$ cat src/hw/rtl/beat_detector_energy_onset_assert.svh
// ----------------------------------------------------------------------------
// Assertion macros for the beat detector
// Clocked on i_clk, disabled while i_rst_n is low.
// ----------------------------------------------------------------------------
`ifndef BEAT_DETECTOR_ENERGY_ONSET_ASSERT_SVH
`define BEAT_DETECTOR_ENERGY_ONSET_ASSERT_SVH

// consequent holds in the same cycle
`define BDEO_ASSERT_NOW(lbl, ante, cons, msg) \
    lbl: assert property (@(posedge i_clk) disable iff (!i_rst_n) (ante) |-> (cons)) \
        else $error(msg);

// consequent holds in the next cycle
`define BDEO_ASSERT_NEXT(lbl, ante, cons, msg) \
    lbl: assert property (@(posedge i_clk) disable iff (!i_rst_n) (ante) |=> (cons)) \
        else $error(msg);

`endif

$ cat src/hw/rtl/bdeo_pkg.sv
// ----------------------------------------------------------------------------
// bdeo_pkg
// Types and constants of the energy onset beat detector.
// ----------------------------------------------------------------------------
`timescale 1ns / 1ps

package bdeo_pkg;

    localparam int SAMPLE_W = 16;
    localparam int CNT_W    = 16;
    localparam int ENERGY_W = 19;
    localparam int THR_W    = 16;
    localparam int REFR_W   = 10;
    localparam int MINV_W   = 3;
    localparam int CFG_IDX_W = 2;

    localparam logic [ENERGY_W-1:0] ENERGY_MAX = '1;
    localparam logic [CNT_W-1:0]    CNT_MAX    = '1;

    localparam logic [CFG_IDX_W-1:0] CFG_PEAK_THR  = 2'd0;
    localparam logic [CFG_IDX_W-1:0] CFG_NOISE     = 2'd1;
    localparam logic [CFG_IDX_W-1:0] CFG_REFRACT   = 2'd2;
    localparam logic [CFG_IDX_W-1:0] CFG_MIN_VOTES = 2'd3;

    localparam logic [THR_W-1:0]    RST_PEAK_THR  = 16'd945;
    localparam logic [ENERGY_W-1:0] RST_NOISE     = 19'd301;
    localparam logic [REFR_W-1:0]   RST_REFRACT   = 10'd20;
    localparam logic [MINV_W-1:0]   RST_MIN_VOTES = 3'd4;

    localparam logic KIND_SAMPLE = 1'b0;
    localparam logic KIND_CLEAR  = 1'b1;

    typedef enum logic [2:0] {
        S_IDLE,
        S_ENERGY,
        S_UPDATE,
        S_SEARCH,
        S_FINISH
    } t_state;

endpackage

$ cat src/hw/rtl/beat_detector_energy_onset.sv
// Items are taken one at a time: o_in_stall is high outside S_IDLE. A clear item goes
// to S_FINISH; a sample item runs the window through the shared adder (S_ENERGY),
// then S_UPDATE, an onset search over the single read port of the energy ring while
// inside a beat (S_SEARCH), and S_FINISH.
// Reset (synchronous, active low): counters, flags and window cleared, ring entries
// marked empty (read as zero), registers back to their defaults.
// ----------------------------------------------------------------------------
// beat_detector_energy_onset
// Window energy, vote based peak start, backward onset search and end report.
// ----------------------------------------------------------------------------
`timescale 1ns / 1ps

`include "beat_detector_energy_onset_assert.svh"

module beat_detector_energy_onset #(
    parameter int WINDOW_LEN   = 5,
    parameter int ENERGY_DEPTH = 20,
    parameter int VOTE_LEN     = 6
) (
    input  logic                               i_clk,
    input  logic                               i_rst_n,
    // item input
    input  logic                               i_in_valid,
    output logic                               o_in_stall,
    input  logic                               i_kind,
    input  logic signed [bdeo_pkg::SAMPLE_W-1:0] i_sample,
    // result output
    output logic                               o_out_valid,
    input  logic                               i_out_stall,
    output logic                               o_peak_found,
    output logic [bdeo_pkg::CNT_W-1:0]         o_peak_index,
    output logic                               o_onset_found,
    output logic [bdeo_pkg::CNT_W-1:0]         o_onset_index,
    output logic                               o_end_found,
    output logic [bdeo_pkg::CNT_W-1:0]         o_end_index,
    output logic [bdeo_pkg::CNT_W-1:0]         o_beat_count,
    output logic [bdeo_pkg::ENERGY_W-1:0]      o_energy,
    // configuration
    input  logic                               i_cfg_valid,
    output logic                               o_cfg_ready,
    input  logic [bdeo_pkg::CFG_IDX_W-1:0]     i_cfg_index,
    input  logic [bdeo_pkg::ENERGY_W-1:0]      i_cfg_data
);

    localparam int CW    = $clog2(WINDOW_LEN + 1);
    localparam int RUN_W = bdeo_pkg::SAMPLE_W + 1 + $clog2(WINDOW_LEN);
    localparam int ACC_W = 20 + 2 * $clog2(WINDOW_LEN);
    localparam int HW    = $clog2(ENERGY_DEPTH);
    localparam int JW    = $clog2(ENERGY_DEPTH + 1);
    localparam int VCW   = $clog2(VOTE_LEN + 1) + 1;

    localparam int CW_ = bdeo_pkg::CNT_W;

    // configuration
    logic [bdeo_pkg::THR_W-1:0]    r_peak_thr;
    logic [bdeo_pkg::ENERGY_W-1:0] r_noise;
    logic [bdeo_pkg::REFR_W-1:0]   r_refract;
    logic [bdeo_pkg::MINV_W-1:0]   r_min_votes;

    // sequencer
    bdeo_pkg::t_state r_state, n_state;
    logic             in_accept, out_free, out_load, ring_we;

    // detector state
    logic signed [bdeo_pkg::SAMPLE_W-1:0] r_win [WINDOW_LEN];
    logic [HW-1:0]           r_head;
    logic [ENERGY_DEPTH-1:0] r_ring_vld;
    logic [VOTE_LEN-1:0]     r_votes;
    logic [CW_-1:0]          r_sc, r_beats, r_since_peak, r_since_fall;
    logic                    r_in_beat, r_seek;

    // work registers
    logic [CW-1:0]           r_cnt;
    logic signed [RUN_W-1:0] r_run;
    logic [ACC_W-1:0]        r_acc;
    logic [bdeo_pkg::ENERGY_W-1:0] r_energy;
    logic [JW-1:0]           r_j, r_k;
    logic                    r_chk;
    logic                    r_peak_p, r_onset_p, r_end_p;

    // energy ring
    logic [bdeo_pkg::ENERGY_W-1:0] r_ring [ENERGY_DEPTH];
    logic [bdeo_pkg::ENERGY_W-1:0] r_rd;
    logic                          r_rd_vld;

    // output register
    logic                          r_out_vld;
    logic                          r_o_peak, r_o_onset, r_o_end;
    logic [CW_-1:0]                r_o_peak_idx, r_o_onset_idx, r_o_end_idx, r_o_beats;
    logic [bdeo_pkg::ENERGY_W-1:0] r_o_energy;

    // combinational datapath
    logic [RUN_W-1:0]              run_abs;
    logic [bdeo_pkg::ENERGY_W-1:0] energy_sat;
    logic [HW-1:0]                 head_inc;
    logic [CW_-1:0]                sp_inc, sf_inc;
    logic [bdeo_pkg::SAMPLE_W:0]   mag;
    logic                          vote;
    logic [VOTE_LEN-1:0]           votes_nxt;
    logic [VCW-1:0]                vote_cnt;
    logic                          peak_cond, start_peak, fall;
    logic                          in_beat_nxt, seek_tmp, end_hit;
    logic [JW:0]                   rd_diff;
    logic [HW-1:0]                 rd_addr;
    logic [bdeo_pkg::ENERGY_W-1:0] rd_val;
    logic                          hit, last_j;

    assign o_cfg_ready = 1'b1;

    always_ff @(posedge i_clk) begin
        if (!i_rst_n) begin
            r_peak_thr  <= bdeo_pkg::RST_PEAK_THR;
            r_noise     <= bdeo_pkg::RST_NOISE;
            r_refract   <= bdeo_pkg::RST_REFRACT;
            r_min_votes <= bdeo_pkg::RST_MIN_VOTES;
        end else if (i_cfg_valid && o_cfg_ready) begin
            case (i_cfg_index)
                bdeo_pkg::CFG_PEAK_THR:  r_peak_thr  <= i_cfg_data[bdeo_pkg::THR_W-1:0];
                bdeo_pkg::CFG_NOISE:     r_noise     <= i_cfg_data;
                bdeo_pkg::CFG_REFRACT:   r_refract   <= i_cfg_data[bdeo_pkg::REFR_W-1:0];
                bdeo_pkg::CFG_MIN_VOTES: r_min_votes <= i_cfg_data[bdeo_pkg::MINV_W-1:0];
                default: ;
            endcase
        end
    end

    // ---------------- datapath logic ----------------
    always_comb begin
        run_abs    = r_run[RUN_W-1] ? RUN_W'(-r_run) : RUN_W'(r_run);
        energy_sat = (r_acc > ACC_W'(bdeo_pkg::ENERGY_MAX)) ? bdeo_pkg::ENERGY_MAX
                                                           : r_acc[bdeo_pkg::ENERGY_W-1:0];
        head_inc   = (r_head == HW'(ENERGY_DEPTH - 1)) ? '0 : r_head + 1'b1;
        sp_inc     = (r_since_peak == bdeo_pkg::CNT_MAX) ? r_since_peak : r_since_peak + 1'b1;
        sf_inc     = (r_since_fall == bdeo_pkg::CNT_MAX) ? r_since_fall : r_since_fall + 1'b1;

        mag  = r_win[0][bdeo_pkg::SAMPLE_W-1] ? -(bdeo_pkg::SAMPLE_W + 1)'(r_win[0])
                                              :  (bdeo_pkg::SAMPLE_W + 1)'(r_win[0]);
        vote = mag > (bdeo_pkg::SAMPLE_W + 1)'(r_peak_thr);
        votes_nxt = (r_votes << 1) | VOTE_LEN'(vote);
        vote_cnt  = '0;
        for (int i = 0; i < VOTE_LEN; i++) begin
            vote_cnt = vote_cnt + VCW'(votes_nxt[i]);
        end

        peak_cond  = (vote_cnt > VCW'(r_min_votes)) && (sp_inc >= sf_inc)
                     && (sf_inc > CW_'(r_refract));
        start_peak = peak_cond && !r_in_beat;
        fall       = !peak_cond && r_in_beat;
        in_beat_nxt = start_peak ? 1'b1 : (fall ? 1'b0 : r_in_beat);
        seek_tmp   = r_seek || in_beat_nxt;
        end_hit    = seek_tmp && (energy_sat < r_noise);

        rd_diff = (JW + 1)'(r_head) - (JW + 1)'(r_j);
        if (rd_diff[JW]) begin
            rd_diff = rd_diff + (JW + 1)'(ENERGY_DEPTH);
        end
        rd_addr = rd_diff[HW-1:0];
        rd_val  = r_rd_vld ? r_rd : '0;
        hit     = r_chk && (rd_val < r_noise);
        last_j  = (r_j == JW'(ENERGY_DEPTH));
    end

    // ---------------- sequencer ----------------
    always_comb begin
        n_state = r_state;
        case (r_state)
            bdeo_pkg::S_IDLE: begin
                if (in_accept) begin
                    n_state = (i_kind == bdeo_pkg::KIND_CLEAR) ? bdeo_pkg::S_FINISH
                                                               : bdeo_pkg::S_ENERGY;
                end
            end
            bdeo_pkg::S_ENERGY: begin
                if (r_cnt == CW'(WINDOW_LEN - 1)) begin
                    n_state = bdeo_pkg::S_UPDATE;
                end
            end
            bdeo_pkg::S_UPDATE: begin
                n_state = (in_beat_nxt && (energy_sat >= r_noise)) ? bdeo_pkg::S_SEARCH
                                                                    : bdeo_pkg::S_FINISH;
            end
            bdeo_pkg::S_SEARCH: begin
                if (hit || last_j) begin
                    n_state = bdeo_pkg::S_FINISH;
                end
            end
            bdeo_pkg::S_FINISH: begin
                if (out_free) begin
                    n_state = bdeo_pkg::S_IDLE;
                end
            end
            default: n_state = bdeo_pkg::S_IDLE;
        endcase
    end

    always_comb begin
        o_in_stall = (r_state != bdeo_pkg::S_IDLE);
        in_accept  = i_in_valid && !o_in_stall;
        out_free   = !r_out_vld || !i_out_stall;
        out_load   = (r_state == bdeo_pkg::S_FINISH) && out_free;
        ring_we    = (r_state == bdeo_pkg::S_UPDATE);
    end

    always_ff @(posedge i_clk) begin
        if (!i_rst_n) begin
            r_state <= bdeo_pkg::S_IDLE;
        end else begin
            r_state <= n_state;
        end
    end

    // ---------------- detector state and work registers ----------------
    always_ff @(posedge i_clk) begin
        if (!i_rst_n) begin
            for (int i = 0; i < WINDOW_LEN; i++) begin
                r_win[i] <= '0;
            end
            r_head       <= '0;
            r_ring_vld   <= '0;
            r_votes      <= '0;
            r_sc         <= '0;
            r_beats      <= '0;
            r_since_peak <= '0;
            r_since_fall <= '0;
            r_in_beat    <= 1'b0;
            r_seek       <= 1'b0;
            r_cnt        <= '0;
            r_j          <= '0;
            r_k          <= '0;
            r_chk        <= 1'b0;
            r_peak_p     <= 1'b0;
            r_onset_p    <= 1'b0;
            r_end_p      <= 1'b0;
        end else begin
            case (r_state)
                bdeo_pkg::S_IDLE: begin
                    if (in_accept) begin
                        r_peak_p  <= 1'b0;
                        r_onset_p <= 1'b0;
                        r_end_p   <= 1'b0;
                        r_cnt     <= '0;
                        if (i_kind == bdeo_pkg::KIND_CLEAR) begin
                            r_sc    <= '0;
                            r_beats <= '0;
                        end else begin
                            r_sc <= r_sc + 1'b1;
                            for (int i = WINDOW_LEN - 1; i > 0; i--) begin
                                r_win[i] <= r_win[i-1];
                            end
                            r_win[0] <= i_sample;
                        end
                    end
                end
                bdeo_pkg::S_ENERGY: begin
                    // window rotates once around, tap 0 feeds the adder
                    for (int i = 0; i < WINDOW_LEN - 1; i++) begin
                        r_win[i] <= r_win[i+1];
                    end
                    r_win[WINDOW_LEN-1] <= r_win[0];
                    r_cnt <= r_cnt + 1'b1;
                end
                bdeo_pkg::S_UPDATE: begin
                    r_head            <= head_inc;
                    r_ring_vld[head_inc] <= 1'b1;
                    r_votes           <= votes_nxt;
                    r_since_peak      <= start_peak ? '0 : sp_inc;
                    r_since_fall      <= fall ? '0 : sf_inc;
                    r_in_beat         <= in_beat_nxt;
                    r_seek            <= seek_tmp && !end_hit;
                    r_peak_p          <= start_peak;
                    r_onset_p         <= in_beat_nxt;
                    r_end_p           <= end_hit;
                    if (end_hit) begin
                        r_beats <= r_beats + 1'b1;
                    end
                    r_k   <= JW'(ENERGY_DEPTH);
                    r_j   <= JW'(1);
                    r_chk <= 1'b0;
                end
                bdeo_pkg::S_SEARCH: begin
                    if (hit) begin
                        r_k <= r_j - 1'b1;
                    end else if (last_j) begin
                        r_k <= JW'(ENERGY_DEPTH);
                    end else begin
                        r_j   <= r_j + 1'b1;
                        r_chk <= 1'b1;
                    end
                end
                default: ;
            endcase
        end
    end

    // prefix sum and magnitude accumulator, payload only
    always_ff @(posedge i_clk) begin
        if (r_state == bdeo_pkg::S_ENERGY) begin
            if (r_cnt == '0) begin
                r_run <= RUN_W'(r_win[0]);
                r_acc <= '0;
            end else begin
                r_run <= r_run + RUN_W'(r_win[0]);
                r_acc <= r_acc + ACC_W'(run_abs);
            end
        end
        if (in_accept && (i_kind == bdeo_pkg::KIND_CLEAR)) begin
            r_energy <= '0;
        end else if (r_state == bdeo_pkg::S_UPDATE) begin
            r_energy <= energy_sat;
        end
    end

    // energy ring, one write and one registered read port
    always_ff @(posedge i_clk) begin
        if (ring_we) begin
            r_ring[head_inc] <= energy_sat;
        end
        r_rd     <= r_ring[rd_addr];
        r_rd_vld <= r_ring_vld[rd_addr];
    end

    // ---------------- output register ----------------
    always_ff @(posedge i_clk) begin
        if (!i_rst_n) begin
            r_out_vld <= 1'b0;
        end else if (out_load) begin
            r_out_vld <= 1'b1;
        end else if (!i_out_stall) begin
            r_out_vld <= 1'b0;
        end
    end

    always_ff @(posedge i_clk) begin
        if (out_load) begin
            r_o_peak      <= r_peak_p;
            r_o_onset     <= r_onset_p;
            r_o_end       <= r_end_p;
            r_o_peak_idx  <= r_peak_p ? r_sc : '0;
            r_o_onset_idx <= r_onset_p ? (r_sc - CW_'(r_k) - CW_'(WINDOW_LEN)) : '0;
            r_o_end_idx   <= r_end_p ? (r_sc + CW_'(WINDOW_LEN)) : '0;
            r_o_beats     <= r_beats;
            r_o_energy    <= r_energy;
        end
    end

    assign o_out_valid   = r_out_vld;
    assign o_peak_found  = r_o_peak;
    assign o_peak_index  = r_o_peak_idx;
    assign o_onset_found = r_o_onset;
    assign o_onset_index = r_o_onset_idx;
    assign o_end_found   = r_o_end;
    assign o_end_index   = r_o_end_idx;
    assign o_beat_count  = r_o_beats;
    assign o_energy      = r_o_energy;

    // ---------------- assertions ----------------
    `BDEO_ASSERT_NEXT(a_busy_after_accept, in_accept, r_state != bdeo_pkg::S_IDLE, "idle after accept")
    `BDEO_ASSERT_NOW(a_search_range, r_state == bdeo_pkg::S_SEARCH, (r_j >= JW'(1)) && (r_j <= JW'(ENERGY_DEPTH)), "search index out of range")
    `BDEO_ASSERT_NOW(a_onset_k_range, out_load && r_onset_p, (r_k >= JW'(1)) && (r_k <= JW'(ENERGY_DEPTH)), "onset distance out of range")
    `BDEO_ASSERT_NOW(a_out_from_finish, $rose(o_out_valid), $past(r_state) == bdeo_pkg::S_FINISH, "result not from finish")

endmodule

$ cat config.mk
export PLATFORM = sky130hd
export DESIGN_NAME = beat_detector_energy_onset
export DESIGN_NICKNAME = d
export VERILOG_FILES = /design/src/hw/rtl/bdeo_pkg.sv /design/src/hw/rtl/beat_detector_energy_onset.sv
export VERILOG_INCLUDE_DIRS = /design/src /design/src/hw/rtl
export SDC_FILE = /design/constraint.sdc
export NUM_CORES = 1
export LEC_CHECK = 0
export ABC_AREA = 1
export BUFFER_PORTS_ARGS = -buffer_cell sky130_fd_sc_hd__buf_2
export CORE_ASPECT_RATIO = 0.75
export CORE_MARGIN = 3
export CORE_UTILIZATION = 65
export CTS_BUF_LIST = sky130_fd_sc_hd__clkbuf_8
export CTS_CLUSTER_SIZE = 16
export DETAILED_ROUTE_END_ITERATION = 8
export MAX_ROUTING_LAYER = met4
export PLACE_DENSITY_LB_ADDON = 0.1
export SLEW_MARGIN = 20
export SYNTH_ARGS = -nofsm -noshare
export SYNTH_HDL_FRONTEND = slang
export SYNTH_SLANG_ARGS = --single-unit
$ cat constraint.sdc
create_clock -name i_clk -period 9.1 [get_ports i_clk]
set_input_delay 0 -clock i_clk [delete_from_list [all_inputs] [get_ports i_clk]]
set_output_delay 0 -clock i_clk [all_outputs]
set_load 0.02 [all_outputs]
==> metrics list <==
* Post-layout power: 9.908 mW
- Aggregate routed wire length: 96,530 µm
- Of the post-synthesis cell area, the part taken by muxes is 0%.
- Setup repair after global routing missed its margin: false
* Initial DRT Pass Iterations: 7
- Area fraction in compound gates after synthesis: 14.11%
- The initial antenna violation count is 2.
- Ys Warns: 0
- Pin placement for this block handled 132 I/O pins.
- # setup viols final: 0
- Skew-Pair Late Insertion Delay: 0.74 ns
* Sum of negative setup slack: 0 ns
* Number of maximum-capacitance constraint violations: 0
- The die is 214.1 µm tall.
- Area enclosed by the die boundary: 0.06072 mm²
* I/O Buffers: 130
- For this design the ratio of total power to cell area is 237.7 mW/mm².
- Hold crit path type: input port to register
* Post-route clock period utilization: 73.24%
- Data arrival time of the critical path: 7.21 ns
- Ys async rst share: 0%
- Die X-Extent: 283.5 µm
- Area leader, netlist: sky130_fd_sc_hd__edfxtp_1
- Number of diodes: 0
- In this run the biggest area consumer among cell types represents 47.35% of the synthesized area.
- Status: finished clean
- Max Buffers Root-to-Sink: 3
* TritonCTS clock tree: built
- After technology mapping, the gate count stands at 3,855.
- Global-route usage over all layers: 32.14%
- For this design, the sink count on the clock tree is 796.
- Highest clock rate: 0.1500 GHz
* CP max FO: 16
* Vias: 29,376
- Number of remaining DRC errors: 0
- In the synthesized netlist the dominant register cell turns out to be sky130_fd_sc_hd__edfxtp_1.
- A synthesized cell averages 9.740 µm².
- Hold WS: 0.1868 ns
- In this run the post-CTS setup repair buffer count came out at 0.
- Once detail routing completed, the nets flagged for antenna violations numbered 0.
- The synthesized netlist contains 52 unique library cells.
- Entering global routing, the biggest net connects 106 pins.
- Parity-gate share of the synthesized area counting xor and xnor cells: 1.983%
- Transition time at the pin with the least slew margin: 1.069 ns
- Maximum VDD drop: 206.0 µV
- Area fraction in and, or, nand and nor cells after synthesis: 14.91%
* Required time at the endpoint of the critical path: 9.65 ns
* Sum of overflow across all layers after global routing: 0
* Average detailed-routed wire length per instance: 19.78 µm
* Layout overhead on the synthesized area: 11.02%
* Leakage: 14.81 nW
* Initial core utilization: 66.47%
- The HPWL after detailed placement is 61,400 µm.
* Number of synthesized flops with an enable pin: 592
- Post-synth net total: 4,055
- For this run, the slowest stage of the critical path takes 0.51 ns.
* Mapped Area: 0.03755 mm²
* Portion of the post-synthesis area used by sequential elements: 58.22%
- The first global-routing pass estimated 150,800 µm of wire.
- Clock-pin slew was measured on the worst setup and hold paths at 0.06 ns.
* GR met1 Demand/Resource: 45.97%
- Clock tree synthesis selected as its root buffer the cell sky130_fd_sc_hd__clkbuf_8.
- Nets@finish: 4,212
* Vias per std cell: 6.018
* Type of the worst setup path: register to register
* Hold-fix buffer count after cts: 58
* Relative max-transition margin: 28.71%
- The final count of hold timing violations came to 0.
- The max-slew violation count is 0.
* Dominant combinational cell family by area after synthesis: simple AND/OR/NAND/NOR gates
* Area inside the core boundary: 0.05649 mm²
- Number of global-route vias before repair: 27,936
- Among all stages on the critical path, the largest delay is contributed by sky130_fd_sc_hd__edfxtp_1.
* FF+latch count, synth: 796
* Startpoint class of the critical path: register
- Cts bufs inserted: 117
- Number of DRC markers in iteration 0: 3,232
- Global placer's final weighted congestion: 0.9320
* Largest cells by area after synthesis: sky130_fd_sc_hd__edfxtp_1, sky130_fd_sc_hd__dfxtp_1, sky130_fd_sc_hd__nand2_1, sky130_fd_sc_hd__ha_1, sky130_fd_sc_hd__o21ai_0
- Row count: 75
* Grt peak-use layer: met2
- Number of levels in the clock H-tree: 3
* Sort of element at the end of the critical path: register
- Cells with a size suffix above 1 make up 9.608% of the layout.
* Met3 track utilization from global routing: 5.122%
- Post-synthesis adder-cell area fraction: 5.372%
- Global routing used 47.37% of the available met2 tracks.
- Final min period: 6.665 ns
- Clk_skew: 0.04329 ns
- The number of gates resized after CTS was 0.
[per-layer routing]
metal  wire length [µm]  vias up  share of wire, %
met4               2960        0               3.1
met3               9279      231               9.6
met2              42350     1485                44
met5                  0        -                 0
met1              41940    13891                43
li1                   -    13769                 -
[sequential cells by signal, summed over array words and instances (netlist names), 10 cells and up]
| signal | flops |
|---|---|
| o_energy | 19 |
| o_beat_count | 16 |
| r_rd | 19 |
| r_run | 20 |
| r_since_peak | 16 |
| r_acc | 26 |
| o_peak_index | 16 |
| r_ring | 380 |
| r_beats | 16 |
| r_ring_vld | 20 |
| r_energy | 19 |
| r_sc | 16 |
| r_refract | 10 |
| o_end_index | 16 |
| r_peak_thr | 16 |
| o_onset_index | 16 |
| r_win | 80 |
| r_noise | 19 |
| r_since_fall | 16 |
[through the flow]
step	utilization, %	worst slack [ns]	cell area, µm²	std cells
finish	73.79	2.435	41690	4881
global route	73.79	1.794	41690	4881
CTS	73.79	2.450	41690	4881
detailed placement	68.80	2.501	38870	4605
global placement	68.80	2.671	38870	4605
floorplan	-	3.570	37550	3855
[Yosys cell counts, types with 21 or more instances]
library cell	n
sky130_fd_sc_hd__nor3_1	52
sky130_fd_sc_hd__xnor2_1	21
sky130_fd_sc_hd__xor2_1	64
sky130_fd_sc_hd__o22ai_1	53
sky130_fd_sc_hd__o211ai_1	55
sky130_fd_sc_hd__o221ai_1	46
sky130_fd_sc_hd__a31oi_1	31
sky130_fd_sc_hd__nand4_1	32
sky130_fd_sc_hd__ha_1	150
sky130_fd_sc_hd__dfxtp_1	204
sky130_fd_sc_hd__nand3_1	115
sky130_fd_sc_hd__clkbuf_1	160
sky130_fd_sc_hd__edfxtp_1	592
sky130_fd_sc_hd__inv_1	343
sky130_fd_sc_hd__o21bai_1	21
sky130_fd_sc_hd__a21oi_1	321
sky130_fd_sc_hd__nor2_1	482
sky130_fd_sc_hd__o21ai_0	372
sky130_fd_sc_hd__nand2_1	594
[critical path, delay by kind of cell (launching register included)]
family / cells / cell delay [ns]
buf+inv: 5 / 0.33
simple gates: 15 / 2.63
fa+ha+maj: 6 / 2.22
flops: 1 / 0.51
compound gates: 5 / 0.78
[cell type report]
cell class / count / area [µm²]
Fill cell: 4023 / 14810
Inverter: 348 / 1313
Clock inverter: 91 / 490.5
Tap cell: 770 / 963.4
Timing Repair Buffer: 216 / 1441
Sequential cell: 796 / 21860
Clock buffer: 127 / 1748
Multi-Input combinational cell: 2533 / 13870
[kinds of logic after synthesis]
group | Yosys count
compound gates | 941
xor+xnor | 85
fa+ha+maj | 157
buf+inv | 526
flops | 796
other cells | 1
simple gates | 1349
[placed cells by master, fill, tap and decap left out, drive strengths merged, types with 2 or more instances in the layout]
cell	Yosys	routed
clkinv	3	33
o211ai	55	55
edfxtp	592	592
nor3	52	52
buf	18	158
inv	345	403
xnor2	21	21
dlygate4sd3	0	58
nor2	488	488
nand4	32	32
dfxtp	204	204
ha	150	150
o31ai	4	4
a21o	5	5
o21ai	374	374
nand3b	3	3
or2	25	25
o22ai	53	53
bufinv	0	3
a21boi	2	2
a21oi	333	333
o221ai	46	46
a31oi	31	31
nand3	125	125
o21a	7	7
xor2	64	64
nor4	17	17
nand2	601	601
nor3b	4	4
fa	7	7
o21bai	21	21
a211oi	5	5
clkbuf	160	127
[where the power goes]
part | internal, mW | leakage, nW | switching [mW] | total (mW)
clock network | 1.38 | 1.35 | 1.37 | 2.75
registers | 4.24 | 6.18 | 0.216 | 4.45
logic | 0.805 | 7.28 | 1.90 | 2.70
total | 6.42 | 14.8 | 3.49 | 9.91
[path summary, 6_finish.rpt]
kind	start	endpoint	slack, ns	cells after the start
worst min-delay path	i_cfg_data[3]	r_noise[3]$_SDFFE_PN1P_	0.19	4
worst min register to register	r_energy[9]$_SDFFE_PP0P_	o_energy[9]$_DFFE_PP_	0.42	0
worst max register to register	r_win[0][3]$_SDFFCE_PN0P_	r_since_peak[15]$_SDFFE_PN0P_	2.44	31
worst max-delay path	r_win[0][3]$_SDFFCE_PN0P_	r_since_peak[15]$_SDFFE_PN0P_	2.44	31
Power figures use the tool's default switching activity.
